File: src/design/rbv_pkg.sv
// shared types, constants and helper functions for the 2d body velocity step
// no dependencies; imported by every module of the block
`timescale 1ns / 1ps
`default_nettype none
package rbv_pkg;

  // configuration register indexes
  localparam logic [2:0] CFG_BODY_MASS = 3'd0;
  localparam logic [2:0] CFG_FRICTION  = 3'd1;
  localparam logic [2:0] CFG_GRAVITY_X = 3'd2;
  localparam logic [2:0] CFG_GRAVITY_Y = 3'd3;
  localparam logic [2:0] CFG_SIDE_LIM  = 3'd4;
  localparam logic [2:0] CFG_FALL_LIM  = 3'd5;

  // configuration reset values
  localparam logic [30:0] RST_BODY_MASS = 31'd65536;
  localparam logic [30:0] RST_FRICTION  = 31'd655360;
  localparam logic [31:0] RST_GRAVITY_X = 32'd0;
  localparam logic [31:0] RST_GRAVITY_Y = 32'd52428800;
  localparam logic [30:0] RST_SIDE_LIM  = 31'd131072000;
  localparam logic [30:0] RST_FALL_LIM  = 31'd655360000;

  // saturation bounds
  localparam logic signed [63:0] SAT32_MIN = -64'sd2147483648;
  localparam logic signed [63:0] SAT32_MAX = 64'sd2147483647;
  localparam logic signed [63:0] SAT40_MIN = -64'sd549755813888;
  localparam logic signed [63:0] SAT40_MAX = 64'sd549755813887;

  // operations of the shared bit-serial unit
  typedef enum logic [1:0] {
    AR_MUL,
    AR_DIV,
    AR_SQRT
  } arith_op_t;

  // kind of work that one step does
  typedef enum logic [2:0] {
    K_LOCAL,
    K_NORM,
    K_MUL,
    K_DIV,
    K_SQRT
  } step_kind_t;

  // steps of one frame tick
  typedef enum logic [5:0] {
    ST_FX_MUL, ST_FX_DIV, ST_FY_MUL, ST_FY_DIV,
    ST_G_LOAD, ST_G_NORM, ST_G_SQX, ST_G_SQY, ST_G_SQRT, ST_G_DIVX, ST_G_DIVY,
    ST_DOT_X, ST_DOT_Y, ST_RM_X, ST_RM_Y, ST_AIR_X, ST_AIR_Y,
    ST_SDOT_X, ST_SDOT_Y, ST_SP_X, ST_SP_Y, ST_CLAMP_DOT, ST_AL_X, ST_AL_Y,
    ST_SLEN_SQX, ST_SLEN_SQY, ST_SLEN_SQRT, ST_SIDE_CHK,
    ST_CL_MX, ST_CL_DX, ST_CL_MY, ST_CL_DY, ST_COMB, ST_FR_CHK,
    ST_FR_M1, ST_FR_M2, ST_FLEN_SQX, ST_FLEN_SQY, ST_FLEN_SQRT, ST_STOP_CHK,
    ST_FR_ZERO, ST_FR_MX, ST_FR_DX, ST_FR_MY, ST_FR_DY, ST_PX, ST_PY
  } step_t;

  // controller states
  typedef enum logic [2:0] {
    CS_IDLE,
    CS_ISSUE,
    CS_NORM,
    CS_WAIT,
    CS_PUBLISH
  } ctl_state_t;

  // controller to datapath
  typedef struct packed {
    step_t step;
    logic  go;
    logic  wb;
    logic  load;
    logic  publish;
  } rbv_cmd_t;

  // datapath to controller
  typedef struct packed {
    logic arith_done;
    logic norm_done;
    logic grav_zero;
    logic ground;
    logic side_over;
    logic vel_zero;
    logic fric_stop;
    logic out_free;
  } rbv_status_t;

  function automatic step_kind_t step_kind(input step_t s);
    step_kind_t k;
    case (s)
      ST_G_LOAD, ST_CLAMP_DOT, ST_SIDE_CHK, ST_COMB, ST_FR_CHK, ST_STOP_CHK,
      ST_FR_ZERO: k = K_LOCAL;
      ST_G_NORM: k = K_NORM;
      ST_FX_DIV, ST_FY_DIV, ST_G_DIVX, ST_G_DIVY, ST_CL_DX, ST_CL_DY,
      ST_FR_DX, ST_FR_DY: k = K_DIV;
      ST_G_SQRT, ST_SLEN_SQRT, ST_FLEN_SQRT: k = K_SQRT;
      default: k = K_MUL;
    endcase
    return k;
  endfunction

  function automatic logic [63:0] mag64(input logic signed [63:0] v);
    return v[63] ? 64'(-v) : 64'(v);
  endfunction

  function automatic logic signed [63:0] with_sign(input logic [63:0] m, input logic neg);
    return neg ? -$signed(m) : $signed(m);
  endfunction

  function automatic logic signed [63:0] sat_s(input logic signed [63:0] v,
                                                input logic signed [63:0] lo,
                                                input logic signed [63:0] hi);
    return (v < lo) ? lo : ((v > hi) ? hi : v);
  endfunction

  function automatic logic signed [63:0] sat32(input logic signed [63:0] v);
    return sat_s(v, SAT32_MIN, SAT32_MAX);
  endfunction

endpackage
`default_nettype wire

File: src/design/rbv_ctrl.sv
// controller: steps one frame tick through the datapath
// depends on rbv_pkg
`timescale 1ns / 1ps
`default_nettype none
module rbv_ctrl (
  input  wire logic                 clk,
  input  wire logic                 rst_n,
  input  wire logic                 in_valid,
  output logic                      in_stall,
  input  wire rbv_pkg::rbv_status_t status,
  output rbv_pkg::rbv_cmd_t         cmd
);
  import rbv_pkg::*;

  ctl_state_t state_r, state_nxt;
  step_t      step_r, step_nxt;
  step_t      step_after;

  // step sequence, branches on datapath status
  function automatic step_t next_step(input step_t s, input rbv_status_t st);
    step_t n;
    case (s)
      ST_FX_MUL:    n = ST_FX_DIV;
      ST_FX_DIV:    n = ST_FY_MUL;
      ST_FY_MUL:    n = ST_FY_DIV;
      ST_FY_DIV:    n = ST_G_LOAD;
      ST_G_LOAD:    n = st.grav_zero ? (st.ground ? ST_DOT_X : ST_AIR_X) : ST_G_NORM;
      ST_G_NORM:    n = ST_G_SQX;
      ST_G_SQX:     n = ST_G_SQY;
      ST_G_SQY:     n = ST_G_SQRT;
      ST_G_SQRT:    n = ST_G_DIVX;
      ST_G_DIVX:    n = ST_G_DIVY;
      ST_G_DIVY:    n = st.ground ? ST_DOT_X : ST_AIR_X;
      ST_DOT_X:     n = ST_DOT_Y;
      ST_DOT_Y:     n = ST_RM_X;
      ST_RM_X:      n = ST_RM_Y;
      ST_RM_Y:      n = ST_SDOT_X;
      ST_AIR_X:     n = ST_AIR_Y;
      ST_AIR_Y:     n = ST_SDOT_X;
      ST_SDOT_X:    n = ST_SDOT_Y;
      ST_SDOT_Y:    n = ST_SP_X;
      ST_SP_X:      n = ST_SP_Y;
      ST_SP_Y:      n = ST_CLAMP_DOT;
      ST_CLAMP_DOT: n = ST_AL_X;
      ST_AL_X:      n = ST_AL_Y;
      ST_AL_Y:      n = ST_SLEN_SQX;
      ST_SLEN_SQX:  n = ST_SLEN_SQY;
      ST_SLEN_SQY:  n = ST_SLEN_SQRT;
      ST_SLEN_SQRT: n = ST_SIDE_CHK;
      ST_SIDE_CHK:  n = st.side_over ? ST_CL_MX : ST_COMB;
      ST_CL_MX:     n = ST_CL_DX;
      ST_CL_DX:     n = ST_CL_MY;
      ST_CL_MY:     n = ST_CL_DY;
      ST_CL_DY:     n = ST_COMB;
      ST_COMB:      n = ST_FR_CHK;
      ST_FR_CHK:    n = st.vel_zero ? ST_PX : ST_FR_M1;
      ST_FR_M1:     n = ST_FR_M2;
      ST_FR_M2:     n = ST_FLEN_SQX;
      ST_FLEN_SQX:  n = ST_FLEN_SQY;
      ST_FLEN_SQY:  n = ST_FLEN_SQRT;
      ST_FLEN_SQRT: n = ST_STOP_CHK;
      ST_STOP_CHK:  n = st.fric_stop ? ST_FR_ZERO : ST_FR_MX;
      ST_FR_ZERO:   n = ST_PX;
      ST_FR_MX:     n = ST_FR_DX;
      ST_FR_DX:     n = ST_FR_MY;
      ST_FR_MY:     n = ST_FR_DY;
      ST_FR_DY:     n = ST_PX;
      ST_PX:        n = ST_PY;
      default:      n = ST_PY;
    endcase
    return n;
  endfunction

  // state register
  always_ff @(posedge clk) begin
    if (!rst_n) begin
      state_r <= CS_IDLE;
      step_r  <= ST_FX_MUL;
    end else begin
      state_r <= state_nxt;
      step_r  <= step_nxt;
    end
  end

  // next state and commands
  always_comb begin
    state_nxt   = state_r;
    step_nxt    = step_r;
    step_after  = next_step(step_r, status);
    in_stall    = 1'b1;
    cmd.step    = step_r;
    cmd.go      = 1'b0;
    cmd.wb      = 1'b0;
    cmd.load    = 1'b0;
    cmd.publish = 1'b0;
    case (state_r)
      CS_IDLE: begin
        // no word is taken while reset is held
        in_stall = !rst_n;
        if (in_valid && rst_n) begin
          cmd.load  = 1'b1;
          step_nxt  = ST_FX_MUL;
          state_nxt = CS_ISSUE;
        end
      end
      CS_ISSUE: begin
        case (step_kind(step_r))
          K_LOCAL: begin
            cmd.go    = 1'b1;
            step_nxt  = step_after;
          end
          K_NORM:  state_nxt = CS_NORM;
          default: begin
            cmd.go    = 1'b1;
            state_nxt = CS_WAIT;
          end
        endcase
      end
      CS_NORM: begin
        if (status.norm_done) begin
          step_nxt  = step_after;
          state_nxt = CS_ISSUE;
        end else begin
          cmd.go = 1'b1;
        end
      end
      CS_WAIT: begin
        if (status.arith_done) begin
          cmd.wb = 1'b1;
          if (step_r == ST_PY) begin
            state_nxt = CS_PUBLISH;
          end else begin
            step_nxt  = step_after;
            state_nxt = CS_ISSUE;
          end
        end
      end
      CS_PUBLISH: begin
        if (status.out_free) begin
          cmd.publish = 1'b1;
          state_nxt   = CS_IDLE;
        end
      end
      default: state_nxt = CS_IDLE;
    endcase
  end

endmodule
`default_nettype wire

File: config.mk
export PLATFORM = sky130hd
export DESIGN_NAME = rbv_ctrl
export DESIGN_NICKNAME = d
export VERILOG_FILES = /design/src/design/rbv_pkg.sv /design/src/design/rbv_ctrl.sv
export SDC_FILE = /design/constraint.sdc
export NUM_CORES = 1
export LEC_CHECK = 0
export BUFFER_PORTS_ARGS = -buffer_cell sky130_fd_sc_hd__buf_2
export CORE_ASPECT_RATIO = 1.75
export CORE_MARGIN = 2
export CORE_UTILIZATION = 50
export DETAILED_ROUTE_END_ITERATION = 16
export GPL_ROUTABILITY_DRIVEN = 0
export PLACE_DENSITY_LB_ADDON = 0.3
export SLEW_MARGIN = 30
export SYNTH_ARGS = -nofsm -noshare
export SYNTH_HDL_FRONTEND = slang
export SYNTH_SLANG_ARGS = --single-unit
File: constraint.sdc
create_clock -name clk -period 3.8 [get_ports clk]
set_clock_uncertainty 0.15 [all_clocks]
set_input_delay 0.38 -clock clk [delete_from_list [all_inputs] [get_ports clk]]
set_output_delay 0.38 -clock clk [all_outputs]
set_load 0.05 [all_outputs]
==> summary.md <==
| Metric | Value |
|---|---|
| Port bufs | 21 |
| Drt pass-1 iters | 4 |
| Mapped cell area | ~0.0013 mm2 |
| TritonCTS clock tree | yes |
| Worst path bufs/invs | 1 |
| Grt peak-use layer | met2 |
| Most used DFF post-synth | dfxtp_1 |
| Dpl hpwl | approximately 2.7 mm |
| Vias | roughly 1.4k |
| Power per cell area | approximately 310 mW/mm2 |
| Global Route Usage Sum | 0.2441 |
| Number of max-cap violations | 0 |
| # rows | 24 |
| Syn Inst Count | ~180 |
| CP required | 3780 ps |
| Worst rel slew slack | 0.6050 |
| Met3 GRT Util | 0.01741 |
| Antenna violations before repair | 0 |
| Met2 usage in global routing | 0.4545 |
| DR DRC count | 0 |
| Post-cts repair resize count | 0 |
| Clk sinks | 12 |
| Clk slew on worst S/H paths | about 60 ps |
| Ys async rst share | 0 |
| Die span in x | approximately 43 um |
| Initial core utilization | 0.5306 |
| Total Die Area | 0.003089 mm2 |
| Post-synthesis register bit count | 12 |
| RSZ-0062 raised after global routing | no |
| DRT iter0 DRCs | 51 |
| Leakage | between 0.5 and 0.6 nW |
| H-tree depth | 1 |
| Vias in the first global route | 1,335 |
| Die Y | 72.04 um |
| Final hold vios | 0 |
| Antenna fix cells | 0 |
| Fill cells | 240 |
| Hold crit path type | in -> reg |
| Clock buffer count from CTS | 3 |
| Hold WS | between 300 and 400 ps |
| Via density | ~6.4 |
| Fraction of layout cells with a size suffix above 1 | 0.1927 |
| CP max stage delay | 690 ps |
| Postcts setup bufs | 0 |
| Storage element area | between 200 and 250 um2 |
| CORE AREA | 0.002492 mm2 |
| Post-route ant nets | 0 |
| Peak supply drop | 262.1 uV |
| Final setup fails | 0 |
| Crit-path max FO | 18 |
| Clk buf depth | 2 |
| Layout area overhead | 10.31% |
| Design Power | about 0.45 mW |
| Critical path's slowest cell | dfxtp_1 |
| Worst Tran Pin Value | between 500 and 600 ps |
| Syn_area_per_cell | 7.430 um2 |
| I/O pins | 22 |
| Post-layout minimum cycle time | 3406 ps |
| M1 GR Usage | 0.2824 |
| Distinct cell type count after synthesis | 62 |
| Status | completed |
| GR Overflow Total | 0 |
| EDFF count, synth | 0 |
| Clk_lat worst skew | between 200 and 250 ps |
| Startpoint type of the worst setup path | flip-flop |
| CP arrival | 3380 ps |
| Fin area | 0.001459 mm2 |
| Top delay family on crit path | simple AND/OR/NAND/NOR gates |
| Setup crit end kind | flip-flop |
| Multi-input gate area | 963.4 um2 |
| Instance area at placement | 0.001404 mm2 |
| Register area share after synthesis | 0.1816 |
| Synth Net Count | about 190 |
| Setup Total Neg Slack | 0 ps |
| Crit path kind | reg -> reg |
| Wirelength per Cell | approximately 16 um |
| Final period util | 0.8962 |
| Max Freq | a little under 300 MHz |
| First-pass GRT wire length | between 6 and 7 mm |
| YS warnings | 0 |
| Pin count of the biggest net entering global routing | 19 |
| Final wirelength | between 3 and 4 mm |
| CTS root buf | clkbuf_8 |
| Cells along the critical path | nand3_2 -> nor4_2 -> and3b_1 -> o2111ai_1 -> o21ai_0 -> and2_1 -> inv_1 -> ha_1 -> or3b_1 -> a32oi_1 -> o21ai_1 |
| Fin nets | approximately 210 |
| Slew Limit Fails | 0 |
| Hold buffers post-CTS | 0 |
-- report_power, final --
group	total (mW)	switching (mW)	internal [mW]
Combinational	0.158	0.105	0.0525
Sequential	0.154	0.0209	0.133
Clock	0.141	0.0490	0.0916
Total	0.452	0.175	0.277
-- logic make-up after synthesis --
group,after synthesis,synth area share
flops,12,0.1816
fa+ha+maj,5,0.04730
simple gates,81,0.3614
buf+inv,25,0.08988
mux,5,0.03879
xor+xnor,1,0.006624
compound gates,49,0.2744
-- per-layer routing --
layer	vias up	routed length, um
li1	692	-
met1	666	1454
met2	23	1978
met3	8	68
met4	0	63
met5	-	0
-- stage by stage --
| step | std cells | setup WS, ps | util |
|---|---|---|---|
| 2_1_floorplan | 178 | 704.3 | - |
| 3_3_place_gp | 214 | 502.1 | 0.5633 |
| 3_5_place_dp | 214 | 442.7 | 0.5633 |
| 4_1_cts | 218 | 396.5 | 0.5853 |
| 5_1_grt | 218 | 114.1 | 0.5853 |
| 6_report | 218 | 394.5 | 0.5853 |
-- cells in the mapped netlist (all sizes together), types with 2 or more instances --
library cell	count	area, um2
dfxtp	12	240.2
o21ai	8	40.03
o211ai	3	22.52
ha	5	62.56
a32oi	2	36.29
or3	4	25.02
and3	3	18.77
buf	8	52.55
inv	11	43.80
nor3	10	50.05
clkbuf	5	18.77
nand2	10	37.54
mux2i	4	40.04
nand4b	3	26.28
nand2b	2	20.02
nor2b	3	18.77
nor2	14	52.55
o21a	2	15.01
o2111ai	3	26.28
a211oi	2	20.02
a21oi	11	55.05
nand3	7	40.04
nand3b	7	52.55
o22ai	2	18.77
nor4b	2	17.52
a31oi	3	18.77
nor4	3	25.02
and2	6	37.54
-- cells in the final DEF, fill, tap and decap left out, drive strengths merged, types with 6 or more instances in the layout --
cell	synthesis	routed
buf	8	23
nor2	14	14
dfxtp	12	12
a21oi	11	11
inv	11	11
nand2	10	10
nor3	10	10
o21ai	8	8
nand3b	7	7
nand3	7	7
and2	6	6
-- final cells by class --
class / count / area share
multi-input cells: 141 / 0.6604
well taps: 26 / 0.02230
inverters: 12 / 0.03259
clock buffers: 4 / 0.03774
repair buffers: 23 / 0.08233
flip-flops and latches: 12 / 0.1647
-- worst paths after layout --
| kind | from | to | slack (ps) | cells after the start |
|---|---|---|---|---|
| hold reg to reg | state_r[0]$_SDFFE_PN0P_ | state_r[0]$_SDFFE_PN0P_ | 470 | 2 |
| hold / removal | rst_n | flip-flop | 320 | 2 |
| setup reg to reg | step_r[1]$_SDFFE_PN0P_ | flip-flop | 390 | 11 |
| setup / recovery | step_r[1]$_SDFFE_PN0P_ | flip-flop | 390 | 11 |
No activity file was read; power rests on OpenSTA's default activity.
